--- src/rtl/pfla_pkg.sv ---
// Shared constants, command codes and helper types for the power-of-two free-list allocator.
package pfla_pkg;

    localparam int MAX_CLASSES = 16;
    localparam int SLOTS = 2048;
    localparam int MAX_REGION_BYTES = 65536;
    localparam int CLS_W = $clog2(MAX_CLASSES);
    localparam int CNT_W = $clog2(MAX_CLASSES + 1);
    localparam int SLOT_W = $clog2(SLOTS);
    localparam int LINK_W = SLOT_W + 1;
    localparam logic [LINK_W-1:0] NO_SLOT = LINK_W'(SLOTS);
    localparam logic [16:0] MIN_REGION = 17'd512;
    localparam logic [6:0] HEADER_SLACK = 7'd4;

    localparam logic [1:0] MODE_INIT    = 2'd0;
    localparam logic [1:0] MODE_ALLOC   = 2'd1;
    localparam logic [1:0] MODE_FREE    = 2'd2;
    localparam logic [1:0] MODE_DESTROY = 2'd3;

    localparam logic [1:0] ST_DONE     = 2'd0;
    localparam logic [1:0] ST_NO_MEM   = 2'd1;
    localparam logic [1:0] ST_REJECTED = 2'd2;

    localparam logic [1:0] REG_REGION  = 2'd0;
    localparam logic [1:0] REG_HEADER  = 2'd1;
    localparam logic [1:0] REG_CONTROL = 2'd2;
    localparam logic [1:0] REG_POINTER = 2'd3;

    // Saturating add and subtract requests towards the used-byte counter.
    typedef struct packed {
        logic        add;
        logic        sub;
        logic [32:0] amount;
    } used_req_t;

endpackage

--- src/rtl/pfla_used.sv ---
// Saturating used-byte counter, one add or subtract per cycle.
module pfla_used
(
    input  logic                 clk,
    input  logic                 rst_n,
    input  pfla_pkg::used_req_t  req,
    output logic [31:0]          used_bytes
);

    logic [31:0] used_reg;
    logic [31:0] used_next;
    logic [33:0] sum;

    always_comb
    begin
        sum = {2'b00, used_reg} + {1'b0, req.amount};
        used_next = used_reg;
        if (req.add)
        begin
            used_next = (sum[33:32] != 2'b00) ? 32'hFFFF_FFFF : sum[31:0];
        end
        else if (req.sub)
        begin
            used_next = (req.amount >= {1'b0, used_reg}) ? 32'd0
                        : used_reg - req.amount[31:0];
        end
    end

    always_ff @(posedge clk or negedge rst_n)
    begin
        if (!rst_n)
        begin
            used_reg <= '0;
        end
        else
        begin
            used_reg <= used_next;
        end
    end

    assign used_bytes = used_reg;

endmodule

--- config.mk ---
export PLATFORM = sky130hd
export DESIGN_NAME = pfla_used
export DESIGN_NICKNAME = d
export VERILOG_FILES = /design/src/rtl/pfla_pkg.sv /design/src/rtl/pfla_used.sv
export SDC_FILE = /design/constraint.sdc
export NUM_CORES = 1
export LEC_CHECK = 0
export BUFFER_PORTS_ARGS = -buffer_cell sky130_fd_sc_hd__buf_2
export CAP_MARGIN = 20
export CORE_MARGIN = 2
export CORE_UTILIZATION = 60
export CTS_BUF_LIST = sky130_fd_sc_hd__clkbuf_16
export DETAILED_ROUTE_END_ITERATION = 16
export MAX_ROUTING_LAYER = met4
export PLACE_DENSITY = 0.93
export SLEW_MARGIN = 30
export SYNTH_ARGS = -nofsm -noshare
export SYNTH_HDL_FRONTEND = slang
export SYNTH_SLANG_ARGS = --single-unit
--- constraint.sdc ---
create_clock -name clk -period 3.9 [get_ports clk]
set_input_delay 0.78 -clock clk [delete_from_list [all_inputs] [get_ports clk]]
set_output_delay 0.78 -clock clk [all_outputs]
set_load 0.005 [all_outputs]
# After elaboration in Yosys (flattened, before gate mapping)
# Cells that the tools add are included.
op_classes:
  n_lt_le_gt_ge: 1
  add_sub_neg: 2
  mux: 4
  n_reduce_logical: 2
op_table:
  columns: ["cell", "count"]
  rows:
  - ["$mux W32", 4]
  - ["$add A32 B33 Y34", 1]
  - ["$ge A33 B32 Y1", 1]
  - ["$sub A32 B32 Y32", 1]
  - ["$reduce_bool A2 Y1", 2]
totals:
  wordCells: 10
  regBits: 32
  output_inout_bits: 32
  in_bits: 37

# Depth between registers and ports, before layout
# Gate-level depths: netlist of the first run.
depth:
  word_depth: 4
  depth_mapped: 13
  ltp_nobuf: 13

# Worst setup path before layout of the first run
# No wires, ideal clock.
synth_path:
  kind: "input-to-reg"
  startpoint: "input port req[0] (netlist bit)"
  endpoint: "register used_reg[27], in the netlist used_bytes[27]"
  t_arrival_ns: 3.227
  path_slack_ns: 0.548
  setup_time_ns: 0.126
  n_path_buf: 0
  t_required_ns: 3.774
  path_stages: 11
  cell_sequence: "ha_1 -> fa_1 -> nor2b_1 -> o211ai_1 -> a21oi_1 -> a211oi_2 -> o41a_1 -> a21oi_2 -> a32oi_4 -> o21ai_2 -> a221o_1"
synth_between:
  elab_chain_cells: 4
  word_cells_on_any_way: 8
  classes_between: "add/sub (2); order compare (1); mux (4); reduce/logical (1)"
synth_lines:
  columns: ["element", "line_no", "rtl"]
  rows:
  - ["from (decl)", "pfla_used.sv:6", "input pfla_pkg::used_req_t req,"]
  - ["$add A32 B33 Y34, or another cell as far along", "pfla_used.sv:16", "sum = {2'b00, used_reg} + {1'b0, req.amount};"]
  - ["$reduce_bool A2 Y1 or $mux W32 (tied branches)", "pfla_used.sv:20, pfla_used.sv:24", null]
  - ["$mux W32, on equally long branches", "pfla_used.sv:20, pfla_used.sv:22", null]
  - ["$mux W32 *", "pfla_used.sv:18", "if (req.add)"]
  - ["to (signal assigned)", "pfla_used.sv:37", "used_reg <= used_next;"]
  - ["to (decl)", "pfla_used.sv:10", "logic [31:0] used_reg;"]
# Mark *: on every way between the ends. The rest lies on a longest branch, timed or not. The select of a mux whose other input is x is not followed.
# A chain may end at the register's enable or synchronous reset.

# Worst setup path after layout of the first run
layout_path:
  startpoint: "input port req[23] (netlist bit)"
  endpoint: "register used_reg[27], in the netlist used_bytes[27]"
# The elaborated chain is that of the path after synthesis.

==> results_dict.tcl, run 1 <==
set metrics [dict create \
    status "completed" \
    ys_seq_area_share_pct 13.2 \
    wirelength_um 20200 \
    leakage_uw 0.00344 \
    utilization_pct 72.4 \
    hold_viol_final 0 \
    drv_slew 0 \
    rows 36 \
    async_flop_share_pct 100 \
    routabilityCongestion 1.02 \
    cts_sinks 32 \
    setup_tns_ns 0 \
    fin_crit_ns 3.61 \
    synth_fp_nets 979 \
    avgSynthCellArea_sq_um 7.17 \
    end_kind "register" \
    path_common_cell "buf_4" \
    htree_levels 2 \
    dieArea_sq_mm 0.0109 \
    hold_path.class "reg -> reg" \
    fp.dieH_um 104 \
    viasPerCell 6.56 \
    core_region_area_sq_mm 0.00977 \
    synth.cell_area_sq_mm 0.00606 \
    worstSetupPathType "in -> reg" \
    cts_resized 0 \
    drtIter0Drc 714 \
    worst_setup_path_start_kind "primary input" \
    synth_top_area_share_pct 19.6 \
    stdcell_area_sq_mm 0.00707 \
    cts_tree "built" \
    antenna_found_initial 0 \
    grt_pass1_wl_um 32800 \
    wl_per_cell_um 18.8 \
    peakVddDrop_v 0.000393 \
    final_net_count 1076 \
    fin_crit_sh_pct 92.6 \
    ys.warnings.count 0 \
    dr_total_vias 7060 \
    clock_tree.buffer_depth 2 \
    dp_slack_ns 0.0953 \
    syn_inst 845 \
    relSlewSlack_pct 29.0 \
    synth_cell_types 77 \
    worstPathArrival_ns 3.79 \
    drive_gt1_share_pct 17.3 \
    die_w_um 104 \
    cts_made_buffers 5 \
    maxCapViolCount 0 \
    max_slew.worst_pin.slew_ns 1.06 \
    cts_root_buf "clkbuf_16" \
    cp_max_fo 8 \
    yosysMostFrequentCell "ha_1" \
    syn_to_final_growth_pct 16.7 \
    critPathSlowestCell "a2111oi_1" \
    fmax_mhz 277 \
    synth_ff_type "dfrtp_1" \
    io_pins 69 \
    grt_util_all_layers_pct 37.8 \
    portBuffers 68 \
    cellPowerDensity_mw_per_mm2 865 \
    rsz0062_at_grt "false" \
    fin_ws_ns 0.290 \
    synth_commonest_cells "ha_1, inv_1, nor2_1, a21oi_1, nand2_1" \
    hold_buffers 0 \
    grt_overflow 0 \
    diodes 0 \
    setup_violations 0 \
    hpwl_um 15700 \
    drc 0 \
    grt_pass1_vias 6603 \
    grt_max_degree 33 \
    drt-pass1-iter-count 7 \
    path_cells "buf_2 -> inv_1 -> ha_1 -> buf_4 -> inv_1 -> a21oi_1 -> a21boi_0 -> a2111oi_1 -> buf_4 -> and3b_1 -> a21oi_2 -> a32oi_4 -> buf_4 -> o21ai_2 -> a221o_1" \
    clkTransAtPathRegs_ns 0.07 \
    antenna_left 0 \
    finalPower_uw 6120 \
    synth_edf_count 0 \
    largest_reg_flops 32 \
    clkLatencyLatePin_ns 0.29 \
    yosysTopAreaCell "ha_1" \
    place_area_sq_mm 0.00691 \
    synth_seq_cells 32 \
    skew_ns 0.00713 \
    cpPeakStageDelay_ns 0.52 \
    initial_core_util_pct 62.0 \
    synth_area_leaders "ha_1, dfrtp_1, a21oi_1, inv_1, nor2_1" \
    cp_data_required_time_ns 4.08 \
    cts_setup_buffers 0 \
]
cell usage in the layout (no fill, tap or decap), types with 5 or more instances in the layout:
cell type  netlist  final
ha_1            95     95
inv_1           92     92
nor2_1          76     76
a21oi_1         70     70
buf_2            9     68
buf_4            1     66
nand2_1         57     57
o21ai_0         46     46
dfrtp_1         32     32
nor3_1          29     29
a31oi_1         26     26
a21o_1          21     21
xnor2_1         18     18
nor2b_1         16     16
o21bai_1        15     15
nand3_1         13     13
nor4_1          13     13
o211ai_1        12     12
o22ai_1         12     12
nand4_1          9      9
a221oi_1         9      9
a211oi_1         8      8
nand2b_1         8      8
and2_1           8      8
o31ai_1          7      7
a21boi_0         5      5
o21a_1           5      5
o311ai_0         5      5
clkbuf_16        0      5
cells by family after synthesis:
logic type	after synthesis	synth area share, %
flops	32	13.2
buf+inv	143	9.23
mux	7	1.22
fa+ha+maj	97	20.3
compound gates	297	33.5
simple gates	250	19.8
xor+xnor	19	2.75
final timing paths:
path,end,cells past startpoint,from,slack (ns)
worst max register to register,used_bytes[27],13,used_bytes[23],0.47
max in group asynchronous,used_bytes[17],1,rst_n,2.74
worst max-delay path,used_bytes[27],15,req[23],0.29
worst min register to register,used_bytes[21],2,used_bytes[21],0.60
min in group asynchronous,used_bytes[6],1,rst_n,0.61
worst min-delay path,used_bytes[21],2,used_bytes[21],0.60
area by class of cell:
class	instances	area, sq um
Multi-Input combinational cell	670	4700
Fill cell	837	2700
Timing Repair Buffer	136	876
Sequential cell	32	801
Inverter	97	364
Tap cell	133	166
Clock buffer	5	125
Clock inverter	3	42.5
stage by stage:
stage / cells / hold slack (ns)
after global routing: 1076 / 0.624
final: 1076 / 0.605
after floorplan: 845 / 0.484
after detailed placement: 1068 / 0.581
after CTS: 1076 / 0.594
after global placement: 1068 / 0.572
worst max-delay path, delay by kind of cell:
kind	cells	cell delay, ns
AOI/OAI and AO/OA	7	1.53
buffers and inverters	6	0.87
adders and majority gates	1	0.36
and+or+nand+nor	1	0.24
where the power goes:
part | leakage, uW | total (uW) | internal (uW) | switching [uW]
clock network | 0.0000798 | 488 | 301 | 186
registers | 0.000363 | 755 | 507 | 248
logic | 0.00300 | 4880 | 2040 | 2830
metal layers:
metal / GRT usage, % / up-vias / part of all wire (%) / wire, um
met5: - / - / 0 / 0
met3: 5.58 / 84 / 12 / 2330
met2: 58.2 / 498 / 44 / 8860
met4: 16.3 / 0 / 4.3 / 870
met1: 49.4 / 3234 / 40 / 8120
li1: - / 3244 / - / -
(Power assumes the default switching activity.)
==> run 2: changes to the inputs <==
ABC_AREA = 1   (was not set)
HOLD_SLACK_MARGIN = 0.02   (was not set)
PLACE_DENSITY = 0.92   (was 0.93)
==> run 2 against run 1 <==
Sequential power is 6.1% lower. Synthesized area increased by 17%. Sequential share of layout area decreased by 0.81 points. Clock power decreased by 15%. Register-to-register slack gained 0.58 ns. Setup slack better by 0.55 ns. Synthesized cell count up 47%. Cell count rose by 34%. Combinational power increased by 3%. Largest power group unchanged. Wire length is 26% higher. Count of clock-buffer cells in the layout stayed put.
==> results_dict.tcl, run 2 <==
set metrics [dict create \
    cp_max_fo 27 \
    synth_top_family_by_area "simple AND/OR/NAND/NOR gates" \
    drc 0 \
    stdcell_area_sq_mm 0.00762 \
    grt_max_degree 36 \
    drv_slew 0 \
    rows 39 \
    grt_util_all_layers_pct 40.8 \
    drive_gt1_share_pct 9.86 \
    cts_setup_buffers 0 \
    peakVddDrop_v 0.000462 \
    synth_commonest_cells "nand2_1, inv_1, nor2_1, nand3_1, ha_1" \
    worstPathArrival_ns 3.26 \
    fmax_mhz 326 \
    rsz0062_at_grt "false" \
    setup_violations 0 \
    ys_seq_area_share_pct 11.3 \
    synth_fa_ha_area_share_pct 17.4 \
    synth_top_area_share_pct 20.6 \
    worst_setup_path_start_kind "primary input" \
    finalPower_uw 6170 \
    grt_overflow 0 \
    drt-pass1-iter-count 6 \
    clkTransAtPathRegs_ns 0.06 \
    initial_core_util_pct 61.7 \
    layout_commonest_cell "nand2_1" \
    avgSynthCellArea_sq_um 5.68 \
    wirelength_um 25400 \
    dieArea_sq_mm 0.0127 \
    maxCapViolCount 0 \
    cp_top_family "simple AND/OR/NAND/NOR gates" \
    setup_tns_ns 0 \
    cp_data_required_time_ns 4.10 \
    dr_total_vias 8270 \
    fin_ws_ns 0.837 \
    synth-simple-area-share_pct 42.4 \
    finalHoldWorstSlack_ns 0.451 \
    skew_ns 0.00373 \
    die_w_um 113 \
    dp_slack_ns 0.617 \
    place_area_sq_mm 0.00745 \
    grt_util_met2_pct 61.2 \
    routabilityCongestion 1.05 \
    largest_reg_flops 32 \
    synth_ff_type "dfrtp_1" \
    critPathSlowestCell "o21ai_0" \
    cts_sinks 32 \
    antenna_left 0 \
    path_cells "buf_2 -> inv_1 -> ha_1 -> o21ai_0 -> a21oi_1 -> nand2_1 -> nand2_1 -> nand2_2 -> nand2_1 -> nand3_1 -> nand3_4 -> nand2_8 -> nand3_1 -> nand2_1 -> inv_1" \
    async_flop_share_pct 100 \
    synth-compound-area-share_pct 12.2 \
    drtIter0Drc 994 \
    cts_root_buf "clkbuf_16" \
    htree_levels 2 \
    crit_buf_inv 3 \
    synth_seq_cells 32 \
    hold_buffers 0 \
    end_kind "register" \
    worstSetupPathType "in -> reg" \
    synth_edf_count 0 \
    clock_tree.buffer_depth 2 \
    hold_path.class "in -> async" \
    grt_pass1_vias 7722 \
    antenna_found_initial 1 \
    fillers 1125 \
    cts_made_buffers 5 \
    core_region_area_sq_mm 0.0115 \
    path_common_cell "nand2_1" \
    wl_per_cell_um 17.6 \
    layout_common_cells "nand2_1, inv_1, nor2_1" \
    hold_viol_final 0 \
    cts_resized 0 \
    hpwl_um 20400 \
    final_net_count 1431 \
    cellPowerDensity_mw_per_mm2 810 \
    grt_pass1_wl_um 39400 \
    yosysTopAreaCell "nand2_1" \
    gr-usage-met1_pct 52.6 \
    status "completed" \
    syn_to_final_growth_pct 7.66 \
    synth_area_leaders "nand2_1, ha_1, dfrtp_1, inv_1, nand3_1" \
    synth_xor_area_share_pct 2.10 \
    synth.cell_area_sq_mm 0.00707 \
    cpPeakStageDelay_ns 0.48 \
    leakage_uw 0.00441 \
    ys.warnings.count 0 \
    cts_tree "built" \
    fin_crit_ns 3.06 \
    grt.busiest_layer "met2" \
    synth_cell_types 46 \
    clkLatencyLatePin_ns 0.30 \
    synth_mux_area_share_pct 0 \
    viasPerCell 5.74 \
    io_pins 69 \
    syn_inst 1246 \
    grt_use_met3_pct 11.8 \
    synth_fp_nets 1380 \
    yosysMostFrequentCell "nand2_1" \
    portBuffers 68 \
    fin_crit_sh_pct 78.5 \
    max_slew.worst_pin.slew_ns 0.950 \
    fp.dieH_um 113 \
    relSlewSlack_pct 36.7 \
]
[run 2: changes by cell type in the layout (fill, tap and decap cells not counted), moves of 18 or more]
| cell | delta |
|---|---|
| a21o_1 | -19 |
| a31oi_1 | -24 |
| buf_4 | -63 |
| inv_1 | +122 |
| nand2_1 | +332 |
| nand3_1 | +89 |
| nor2_1 | +44 |
| nor3_1 | -18 |
[run 2: final timing paths]
path	from	end	slack (ns)	depth (start not counted)
min	rst_n	used_bytes[10]	0.45	1
max	req[7]	used_bytes[6]	0.84	15
max reg2reg	used_bytes[3]	used_bytes[29]	1.05	12
min reg2reg	used_bytes[31]	used_bytes[31]	0.56	2
min in group clk	used_bytes[31]	used_bytes[31]	0.56	2
max in group asynchronous	rst_n	used_bytes[25]	2.96	2
[run 2: power breakdown]
part	total (uW)	internal [uW]	switching [uW]
clock	413	231	183
combinational	5050	1580	3470
sequential	709	503	207
total	6170	2310	3860
[run 2: stage by stage]
| stage | utilization, % | cells |
|---|---|---|
| after floorplan | - | 1246 |
| after global placement | 65.0 | 1432 |
| after detailed placement | 65.0 | 1432 |
| after CTS | 66.2 | 1440 |
| after global routing | 66.4 | 1442 |
| final | 66.4 | 1442 |
[run 2: per-layer routing]
metal / share of wire, % / wire length (um)
met1: 42 / 10600
met2: 43 / 11000
met5: 0 / 0
met3: 12 / 2980
met4: 3.4 / 862
[run 2: layout make-up]
type	count	area, sq um	area share (%)
multi-input cells	957	5250	68.9
inverters	229	860	11.3
flip-flops and latches	32	801	10.5
repair buffers	72	390	5.13
well taps	143	179	2.35
clock buffers	5	125	1.64
clock inverters	3	11.3	0.148
diodes	1	2.50	0.0329
[run 2: kinds of logic after synthesis]
| logic type | count (synthesis) |
|---|---|
| buffers and inverters | 257 |
| XOR/XNOR | 17 |
| flip-flops | 32 |
| AND/OR/NAND/NOR | 692 |
| AO/OA/AOI/OAI | 151 |
| adder cells (fa/ha/maj) | 97 |
